$ cat config.mk
export PLATFORM = sky130hd
export DESIGN_NAME = pbp_sum
export DESIGN_NICKNAME = d
export VERILOG_FILES = /design/src/hdl/perceptron_branch_predictor_macros.svh /design/src/hdl/pbp_pkg.sv /design/src/hdl/pbp_sum.sv
export SDC_FILE = /design/constraint.sdc
export NUM_CORES = 1
export LEC_CHECK = 0
export ABC_AREA = 0
export BUFFER_PORTS_ARGS = -buffer_cell sky130_fd_sc_hd__clkbuf_2
export CAP_MARGIN = 20
export CORE_UTILIZATION = 54
export DETAILED_ROUTE_END_ITERATION = 6
export PLACE_DENSITY = 0.85
export SLEW_MARGIN = 20
export SYNTH_ARGS = -nofsm -noshare
export SYNTH_HDL_FRONTEND = slang
export SYNTH_SLANG_ARGS = --single-unit
$ cat constraint.sdc
create_clock -name clock -period 14.6 [get_ports clock]
set_input_delay 1.46 -clock clock [delete_from_list [all_inputs] [get_ports clock]]
set_output_delay 1.46 -clock clock [all_outputs]
set_load 0.02 [all_outputs]
$ cat src/hdl/perceptron_branch_predictor_macros.svh
// Assertion macros shared by the perceptron branch predictor RTL.
`ifndef PERCEPTRON_BRANCH_PREDICTOR_MACROS_SVH
`define PERCEPTRON_BRANCH_PREDICTOR_MACROS_SVH

// Same-cycle implication, clocked on clock, off during reset.
`define PBP_ASSERT_IMP(lbl, ante, cons, msg) \
   lbl: assert property (@(posedge clock) disable iff (reset) (ante) |-> (cons)) \
      else $error(msg);

// Next-cycle implication, clocked on clock, off during reset.
`define PBP_ASSERT_NXT(lbl, ante, cons, msg) \
   lbl: assert property (@(posedge clock) disable iff (reset) (ante) |=> (cons)) \
      else $error(msg);

`endif

$ cat src/hdl/pbp_pkg.sv
// Shared types and constants of the perceptron branch predictor.
package pbp_pkg;

   localparam int PC_W        = 32;
   localparam int THR_W       = 12;
   localparam int SUM_FIELD_W = 13;
   localparam int SUM_FIELD_MAX = 4095;
   localparam int SUM_FIELD_MIN = -4096;
   localparam int GROUP_SIZE  = 8;

   localparam logic [THR_W-1:0] THR_RESET = 12'd44;

   typedef enum logic [2:0] {
      ST_CLEAR,
      ST_IDLE,
      ST_GROUP,
      ST_TOTAL,
      ST_UPDATE
   } state_type;

endpackage

$ cat src/hdl/pbp_sum.sv
// Two-level registered adder tree for the perceptron dot product.
module pbp_sum #(
   parameter int HIST_LEN    = 16,
   parameter int WEIGHT_BITS = 8,
   parameter int SUM_W       = 14
) (
   input  logic                                   clock,
   input  logic [(HIST_LEN+1)*WEIGHT_BITS-1:0]    row,
   input  logic [HIST_LEN-1:0]                    hist,
   output logic signed [SUM_W-1:0]                sum
);
   import pbp_pkg::*;

   localparam int TERMS  = HIST_LEN + 1;
   localparam int GROUPS = (TERMS + GROUP_SIZE - 1) / GROUP_SIZE;
   localparam int TERM_W = WEIGHT_BITS + 1;
   localparam int GRP_W  = WEIGHT_BITS + 4;

   logic [TERMS-1:0]               sign_bits;
   logic signed [TERM_W-1:0]       term [TERMS];
   logic signed [GRP_W-1:0]        grp_in [GROUPS];
   logic signed [GRP_W-1:0]        grp_ff [GROUPS];
   logic signed [SUM_W-1:0]        sum_in;
   logic signed [SUM_W-1:0]        sum_ff;

   // bias weight always counts positive
   assign sign_bits = {1'b1, hist};

   always_comb begin
      logic signed [WEIGHT_BITS-1:0] wv;
      logic signed [TERM_W-1:0]      ext;
      for (int i = 0; i < TERMS; i++) begin
         wv  = row[i*WEIGHT_BITS +: WEIGHT_BITS];
         ext = TERM_W'(wv);
         term[i] = sign_bits[i] ? ext : -ext;
      end
   end

   always_comb begin
      logic signed [GRP_W-1:0] acc;
      int idx;
      for (int g = 0; g < GROUPS; g++) begin
         acc = '0;
         for (int k = 0; k < GROUP_SIZE; k++) begin
            idx = g * GROUP_SIZE + k;
            if (idx < TERMS) begin
               acc = acc + GRP_W'(term[idx]);
            end
         end
         grp_in[g] = acc;
      end
   end

   always_comb begin
      sum_in = '0;
      for (int g = 0; g < GROUPS; g++) begin
         sum_in = sum_in + SUM_W'(grp_ff[g]);
      end
   end

   always_ff @(posedge clock) begin
      grp_ff <= grp_in;
      sum_ff <= sum_in;
   end

   assign sum = sum_ff;

endmodule

# Word level (Yosys, flattened, before mapping)
# Index checks and enable logic that the tools add are counted.
# W data, S select, Z words.
# word_totals
word_cells	52
inputBits	153
output_inout_bits	14
reg_bits	46
# op_classes
n_addsub	32
mux	16
# ops
cell	count
$mux W9	16
$neg A8 Y9	16
$add A12 B9 Y12	8
$add A11 B9 Y12	2
$add A10 B9 Y11	2
$add A9 B9 Y10	2
$add A13 B8 Y14	1
$add A12 B12 Y13	1

# Longest topological paths before layout
# Gate-level depths: netlist (run 1).
# logic_depth
depth_word	9
mapped_depth	20
ltp_nobuf	20

# Least setup slack after synthesis (run 1)
# OpenSTA, ideal clock, no wires.
# synth_path
path_type	input port to flip-flop
startpoint	input row[24]
endpoint	register grp_ff[35] in the netlist's numbering
path_stages	19
path_buffers	0
path_slack_ns	8.841
setup_ns	0.123
arrival_time_ns	5.636
cell_sequence	inv_1 -> ha_1 -> nand2b_1 -> nor4_1 -> nor2_1 -> xnor2_1 -> fa_1 -> inv_1 -> fa_1 -> fa_1 -> inv_1 -> fa_1 -> inv_1 -> ha_1 -> a21oi_1 -> nand2_1 -> a2111oi_0 -> o31ai_1 -> xnor2_1
# synth_lines
item	line_no	text
from (decl)	pbp_sum.sv:8	input logic [(HIST_LEN+1)*WEIGHT_BITS-1:0] row,
to (signal assigned)	pbp_sum.sv:62	grp_ff <= grp_in;
to (decl)	pbp_sum.sv:22	logic signed [GRP_W-1:0] grp_ff [GROUPS];

==> results of run 1 <==
[layer usage]
| metal | track usage (%) | routed length [um] |
|---|---|---|
| met5 | 0 | 0 |
| met4 | 8.08 | 588 |
| met3 | 3.44 | 1110 |
| met2 | 44.2 | 8800 |
| met1 | 33.7 | 7770 |
[worst max-delay path, delay by kind of cell]
kind / cells / cell delay, ps
xor+xnor: 2 / 310
simple gates: 4 / 600
buf+inv: 5 / 320
fa+ha+maj: 6 / 2560
compound gates: 3 / 950
[state kept, by name (all words and copies together), names as in the netlist]
name / count
grp_ff: 32
sum: 14
[logic make-up after synthesis]
logic type                 Yosys count  synth area share [%]
DFF                                 46                  11.8
buffers and inverters              202                  9.71
muxes                               19                  2.56
xor gates and xnor gates           124                  13.9
AOI/OAI and AO/OA                  131                  10.1
and+or+nand+nor                    188                  11.2
adders and majority gates          179                  40.8
[final timing paths]
check                to  cells past startpoint
min              sum[0]                      3
min reg2reg      sum[0]                      3
max          grp_ff[35]                     20
max reg2reg     sum[11]                      9
[placed cells by master, fill, tap and decap left out, types with 4 or more instances in the layout]
cell,instances
a211oi_1,11
a21o_1,8
a21oi_1,70
a31oi_1,13
clkbuf_16,5
clkbuf_2,166
dfxtp_1,46
fa_1,127
ha_1,52
inv_1,185
mux2_2,8
mux2i_1,11
nand2_1,12
nand2b_1,5
nand3_1,4
nand4_1,4
nor2_1,95
nor2b_1,8
nor3_1,33
nor4_1,15
o21a_1,4
o21ai_0,8
xnor2_1,53
xor2_1,71
[report_power, final]
group | switching, uW | internal, uW | total, uW
clock network | 45.3 | 62.5 | 108
logic | 1260 | 1000 | 2260
registers | 24.5 | 232 | 256
[through the flow]
| stage | setup WS (ps) | area, um2 |
|---|---|---|
| after floorplan | 8840 | 7820 |
| after global placement | 8420 | 8810 |
| after detailed placement | 8270 | 8810 |
| after CTS | 8550 | 8950 |
| after global routing | 8160 | 8950 |
| final | 8550 | 8950 |
[area by class of cell]
type | count | area, um2
well taps | 180 | 225
multi-input cells | 641 | 6140
clock inverters | 1 | 7.51
clock buffers | 6 | 129
repair buffers | 166 | 831
fillers | 1134 | 5040
flip-flops and latches | 46 | 921
inverters | 185 | 694
==> results by group, run 1 <==
Setup path
  • CP peak stage delay: just under 600 ps
  • Worst reg2reg path startpoint: grp_ff[1]
  • Critical Path Start: row[24]
  • CP Cell Sequence: clkbuf_2 -> inv_1 -> ha_1 -> nand2b_1 -> nor4_1 -> nor2_1 -> xnor2_1 -> fa_1 -> inv_1 -> fa_1 -> fa_1 -> inv_1 -> fa_1 -> inv_1 -> ha_1 -> a21oi_1 -> nand2_1 -> a2111oi_0 -> o31ai_1 -> xnor2_1
  • Element type at the critical path end: flop
  • Element type at the critical path start: primary input
  • CP max FO: 6
  • Reg2reg setup slack: 11770 ps
  • Worst Setup Path Type: primary input to flop
  • Arr. time, crit path: 6220 ps
  • Worst path required time: 14770 ps
  • Worst path slowest cell: a2111oi_0

Route
  • 1st-pass router iterations: 5
  • Drt wl/cell: 14.9 um
  • DRT iter0 DRCs: 413
  • DRC viols: 0
  • Antenna-violating nets left: 0
  • Via density: 5.31
  • Via count: 6502
  • Final WL: 18300 um

Synth
  • Cell taking the most area after synthesis: fa_1
  • Distinct cells, synth: between 40 and 50
  • Avg Inst Size Synth: 8.79 um2
  • Synth area leaders: fa_1 (33%), dfxtp_1 (12%), inv_1 (8.9%), ha_1 (8.3%), xor2_1 (8.0%)
  • Synth cell count leaders: inv_1 (185), fa_1 (127), nor2_1 (95)
  • Synth top area share: 32.5%
  • EDFF count, synth: 0
  • Post-Syn Area: between 0.007 and 0.008 mm2
  • Post-synthesis sequential area ratio: about an eighth
  • Top FF cell, synth: dfxtp_1
  • Most frequent cell after synthesis: inv_1
  • Syn nets: 1221
  • Seq cells post-synth: 46
  • Ys async rst share: 0%
  • Synth Instances: approximately 890
  • Ys Warns: 0

Job
  • Max_cap viols: 0

Global routing
  • Largest net degree at the start of global routing: 14
  • First-pass GRT wire length: 29800 um
  • Global-route usage over all layers: 25.8%
  • Initial antenna violation count: 0
  • Global route total overflow: 0
  • Number of global-route vias before repair: approximately 6600

Placed design
  • Number of port buffers: 166
  • Post-DP HPWL: around 16000 um
  • RePlAce Congestion: 0.981
  • Placed Cells: 1218

Cells and area
  • Final cell count without fillers: between 1000 and 1500
  • Area grow syn2layout: 14.4%
  • # nets final: 1377
  • N_diodes: 0
  • Final Util: 64.0%
  • Share of layout cells above drive strength 1: 17.5%

Timing
  • Max Freq: 165 MHz
  • Final worst-path cycle share: 41.4%
  • Clk_skew: 2.96 ps
  • Slew Limit Fails: 0
  • Final setup fails: 0
  • Endpoints failing hold: 0
  • Hold Slack: 598 ps
  • Tmin final: approximately 6000 ps
  • Max transition margin: a little under three fifths
  • Worst-Margin Slew: 652 ps
  • Setup TNS: 0 ps
  • RSZ-0062 raised after global routing: no

Floorplan
  • Die Wd: 122 um
  • Ports: 167
  • Area of the core: 0.0140 mm2
  • Initial Util: approximately 56%
  • Die Ht: between 100 and 150 um
  • Die area: 0.0150 mm2
  • Row count: 43

CTS
  • Clock Latency Late Sink: 290 ps
  • Post-CTS Resized: 0
  • Post-CTS Setup Repair Bufs: 0
  • Clock sinks: 46
  • CTS clk-pin slew, worst paths: 60 ps
  • CTS H-tree depth: 2
  • CTS tree: done
  • Root Buffer: clkbuf_16
  • Max Root-Sink Buffers: 2
  • Total CTS buffers: 5
  • CTS hold repair buffers: 0

Hold path
  • Worst Hold Launch: grp_ff[24]
  • Type of the worst min-delay path: flop to flop

Power and ir drop
  • Pleak: 0.00455 uW
  • Peak VDD IR: 0.227 mV
  • Design Power: between 2000 and 3000 uW
  • Power Density: 294 mW/mm2

Status
  • Status: finished clean
(Power assumes the default switching activity.)
==> inputs of run 2 (changes only) <==
ABC_AREA = 1   (was 0)
CORE_UTILIZATION = 53   (was 54)
PLACE_DENSITY = 0.86   (was 0.85)
clock period = 5.44 ns   (was 14.6 ns; I/O delays follow)
==> run 2 against run 1 <==
Effect of this change:
- die area rose by 12%
- non-clock buffer count did not move
- design area rose by 10%
- cell count rose by 30%
- global-route usage fell by 0.75 points
- clock skew rose by 2.5 ps
- critical endpoint is now grp_ff[33]
==> results by group, run 2 <==
Floorplan
  • Die area: 0.0168 mm2 (+12%)
  • Ports: 167 (unchanged)
  • Initial Util: 54.2% (-1.7 points)
  • Die Ht: 129 um (+5.8%)
  • Die Wd: 129 um (+5.8%)
  • Area of the core: 0.0159 mm2 (+14%)
  • Row count: 46 (+7.0%)

Route
  • 1st-pass router iterations: 5 (unchanged)
  • Drt wl/cell: 12.3 um (-18%)
  • DRT iter0 DRCs: 433 (+4.8%)
  • Antenna-violating nets left: 0 (unchanged)
  • Final WL: 19500 um (+6.7%)
  • Via count: 7807 (+20%)
  • DRC viols: 0 (unchanged)
  • Via density: 4.90 (-7.6%)

Cells and area
  • Commonest non-fill, non-tap cell in the layout: inv_1
  • Share of layout cells above drive strength 1: 13.4% (-4.1 points)
  • Reg with most FFs: grp_ff
  • Most frequent cells in the layout: inv_1 (326), nand2_1 (277), clkbuf_2 (166)
  • Final cell count without fillers: 1592 (+30%)
  • Number of fill cells: 1422 (+25%)
  • Area grow syn2layout: 14.5% (about the same)
  • # nets final: 1707 (+24%)
  • N_diodes: 0 (unchanged)
  • Final instance area: 0.00986 mm2 (+10%)
  • Max FFs per register: 32 (unchanged)

CTS
  • Total CTS buffers: 5 (unchanged)
  • CTS clk-pin slew, worst paths: 60 ps (about the same)
  • Max Root-Sink Buffers: 2 (unchanged)
  • CTS H-tree depth: 2 (unchanged)
  • Root Buffer: clkbuf_16
  • Clock Latency Late Sink: 280 ps (about the same)
  • CTS tree: done
  • Post-CTS Resized: 0 (unchanged)
  • CTS hold repair buffers: 0 (unchanged)
  • Clock sinks: 46 (unchanged)
  • Post-CTS Setup Repair Bufs: 0 (unchanged)

Synth
  • Top FF cell, synth: dfxtp_1
  • Synth area leaders: fa_1 (30%), inv_1 (14%), nand2_1 (12%), dfxtp_1 (11%), ha_1 (7.6%)
  • Avg Inst Size Synth: 7.14 um2 (-19%)
  • Cell taking the most area after synthesis: fa_1
  • Seq cells post-synth: 46 (unchanged)
  • Post-Syn Area: 0.00861 mm2 (+10%)
  • EDFF count, synth: 0 (unchanged)
  • Post-synthesis sequential area ratio: 10.7% (-1.1 points)
  • Ys async rst share: 0% (unchanged)
  • Distinct cells, synth: 32 (-27%)
  • Most frequent cell after synthesis: inv_1
  • Ys Warns: 0 (unchanged)
  • Synth top area share: 29.5% (-3.0 points)
  • Syn nets: 1538 (+26%)
  • Synth cell count leaders: inv_1 (326), nand2_1 (277), fa_1 (127)
  • Synth Instances: 1206 (+36%)

Hold path
  • Type of the worst min-delay path: primary input to flop

Global routing
  • Initial antenna violation count: 0 (unchanged)
  • Largest net degree at the start of global routing: 15 (+1)
  • First-pass GRT wire length: 33600 um (+13%)
  • Global-route usage over all layers: 25.0% (-0.75 points)
  • Number of global-route vias before repair: 7724 (+17%)
  • Global route total overflow: 0 (unchanged)

Timing
  • Final worst-path cycle share: a little under nine tenths
  • Slew Limit Fails: 0 (unchanged)
  • Max transition margin: 65.8% (+9.9 points)
  • RSZ-0062 raised after global routing: no
  • Max Freq: 216 MHz
  • Setup TNS: 0 ps (unchanged)
  • Final WS setup: 815 ps (-7740 ps)
  • Final setup fails: 0 (unchanged)
  • Clk_skew: 5.49 ps (+2.53 ps)
  • Worst-Margin Slew: 513 ps (-139 ps)
  • Tmin final: 4620 ps
  • Endpoints failing hold: 0 (unchanged)

Placed design
  • RePlAce Congestion: 0.919 (-6.4%)
  • Pre-CTS setup slack: 505 ps (-7760 ps)
  • Number of port buffers: 166 (unchanged)
  • Post-DP HPWL: 17600 um (+9.8%)
  • Placement-stage cell area: 0.00969 mm2 (+10%)
  • Placed Cells: 1584 (+30%)

Setup path
  • Worst reg2reg path startpoint: grp_ff[12]
  • Critical Path Start: row[24]
  • Element type at the critical path end: flop
  • Critical Path End: grp_ff[33]
  • Arr. time, crit path: 4790 ps (-1430 ps)
  • CP max FO: 4 (-2)
  • FF-to-FF End: sum[7]
  • Reg2reg setup slack: 3180 ps (-8590 ps)
  • Worst path required time: 5600 ps (-9170 ps)
  • Worst Setup Path Type: primary input to flop
  • Element type at the critical path start: primary input
  • FF-to-FF path depth: 12 (+3)

Status
  • Status: finished clean

Job
  • Max_cap viols: 0 (unchanged)
==> run 2: per-stage QoR <==
step,util (%),hold slack [ps]
6_report,62.1,361
5_1_grt,62.1,355
4_1_cts,62.1,359
3_5_place_dp,61.0,568
3_3_place_gp,61.0,558
2_1_floorplan,-,549
==> run 2: worst min-delay path by stage <==
stage / start / to / cells past startpoint
detailed placement: grp_ff[24] / sum[0] / 3
CTS: row[128] / grp_ff[0] / 1
global route: row[128] / grp_ff[0] / 1
global placement: grp_ff[24] / sum[0] / 3
finish: row[128] / grp_ff[0] / 1
floorplan: grp_ff[24] / sum[0] / 3
==> run 2: cell type report <==
type / instances / area (um2) / share of cell area (%)
Multi-Input combinational cell: 829 / 6440 / 65.4
Clock buffer: 5 / 125 / 1.27
Timing Repair Buffer: 166 / 831 / 8.43
Tap cell: 216 / 270 / 2.74
Sequential cell: 46 / 921 / 9.34
Clock inverter: 3 / 40.0 / 0.406
Inverter: 327 / 1230 / 12.5
==> run 2: cell families (layout without fill, tap and decap cells) <==
family                   Yosys count  after routing  share of synthesized area, %
AND/OR/NAND/NOR                  451            451                          21.6
adder cells (fa/ha/maj)          179            179                          37.1
AO/OA/AOI/OAI                    109            109                          6.97
flip-flops                        46             46                          10.7
buffers and inverters            331            501                          14.5
XOR/XNOR                          90             90                          9.15
==> run 2: metal layers <==
layer	wire length, um	GRT usage (%)	share of wire (%)	up-vias
met2	9270	43.9	47	257
li1	-	-	-	3920
met1	8690	32.9	45	3595
met5	0	0	0	-
met4	377	5.88	1.9	0
met3	1180	3.22	6.0	35
==> run 2: critical path: stages <==
cell and delay [ps]:
clkbuf_2 110, inv_1 90, ha_1 170, inv_1 70, nor2_1 140, nor2_1 80, a21oi_1 150, xnor2_1 130
inv_1 80, fa_1 500, inv_1 50, fa_1 460, fa_1 550, inv_1 60, fa_1 520, inv_1 40
ha_1 340, a21oi_1 270, nor2_1 80, nor2_1 140, nand2_1 70, nand2_1 50, nand2_1 70
Power of run 2 is left out: the tool's default activity adds up to more than one toggle a clock period on the data nets, which glitch-free logic cannot reach.
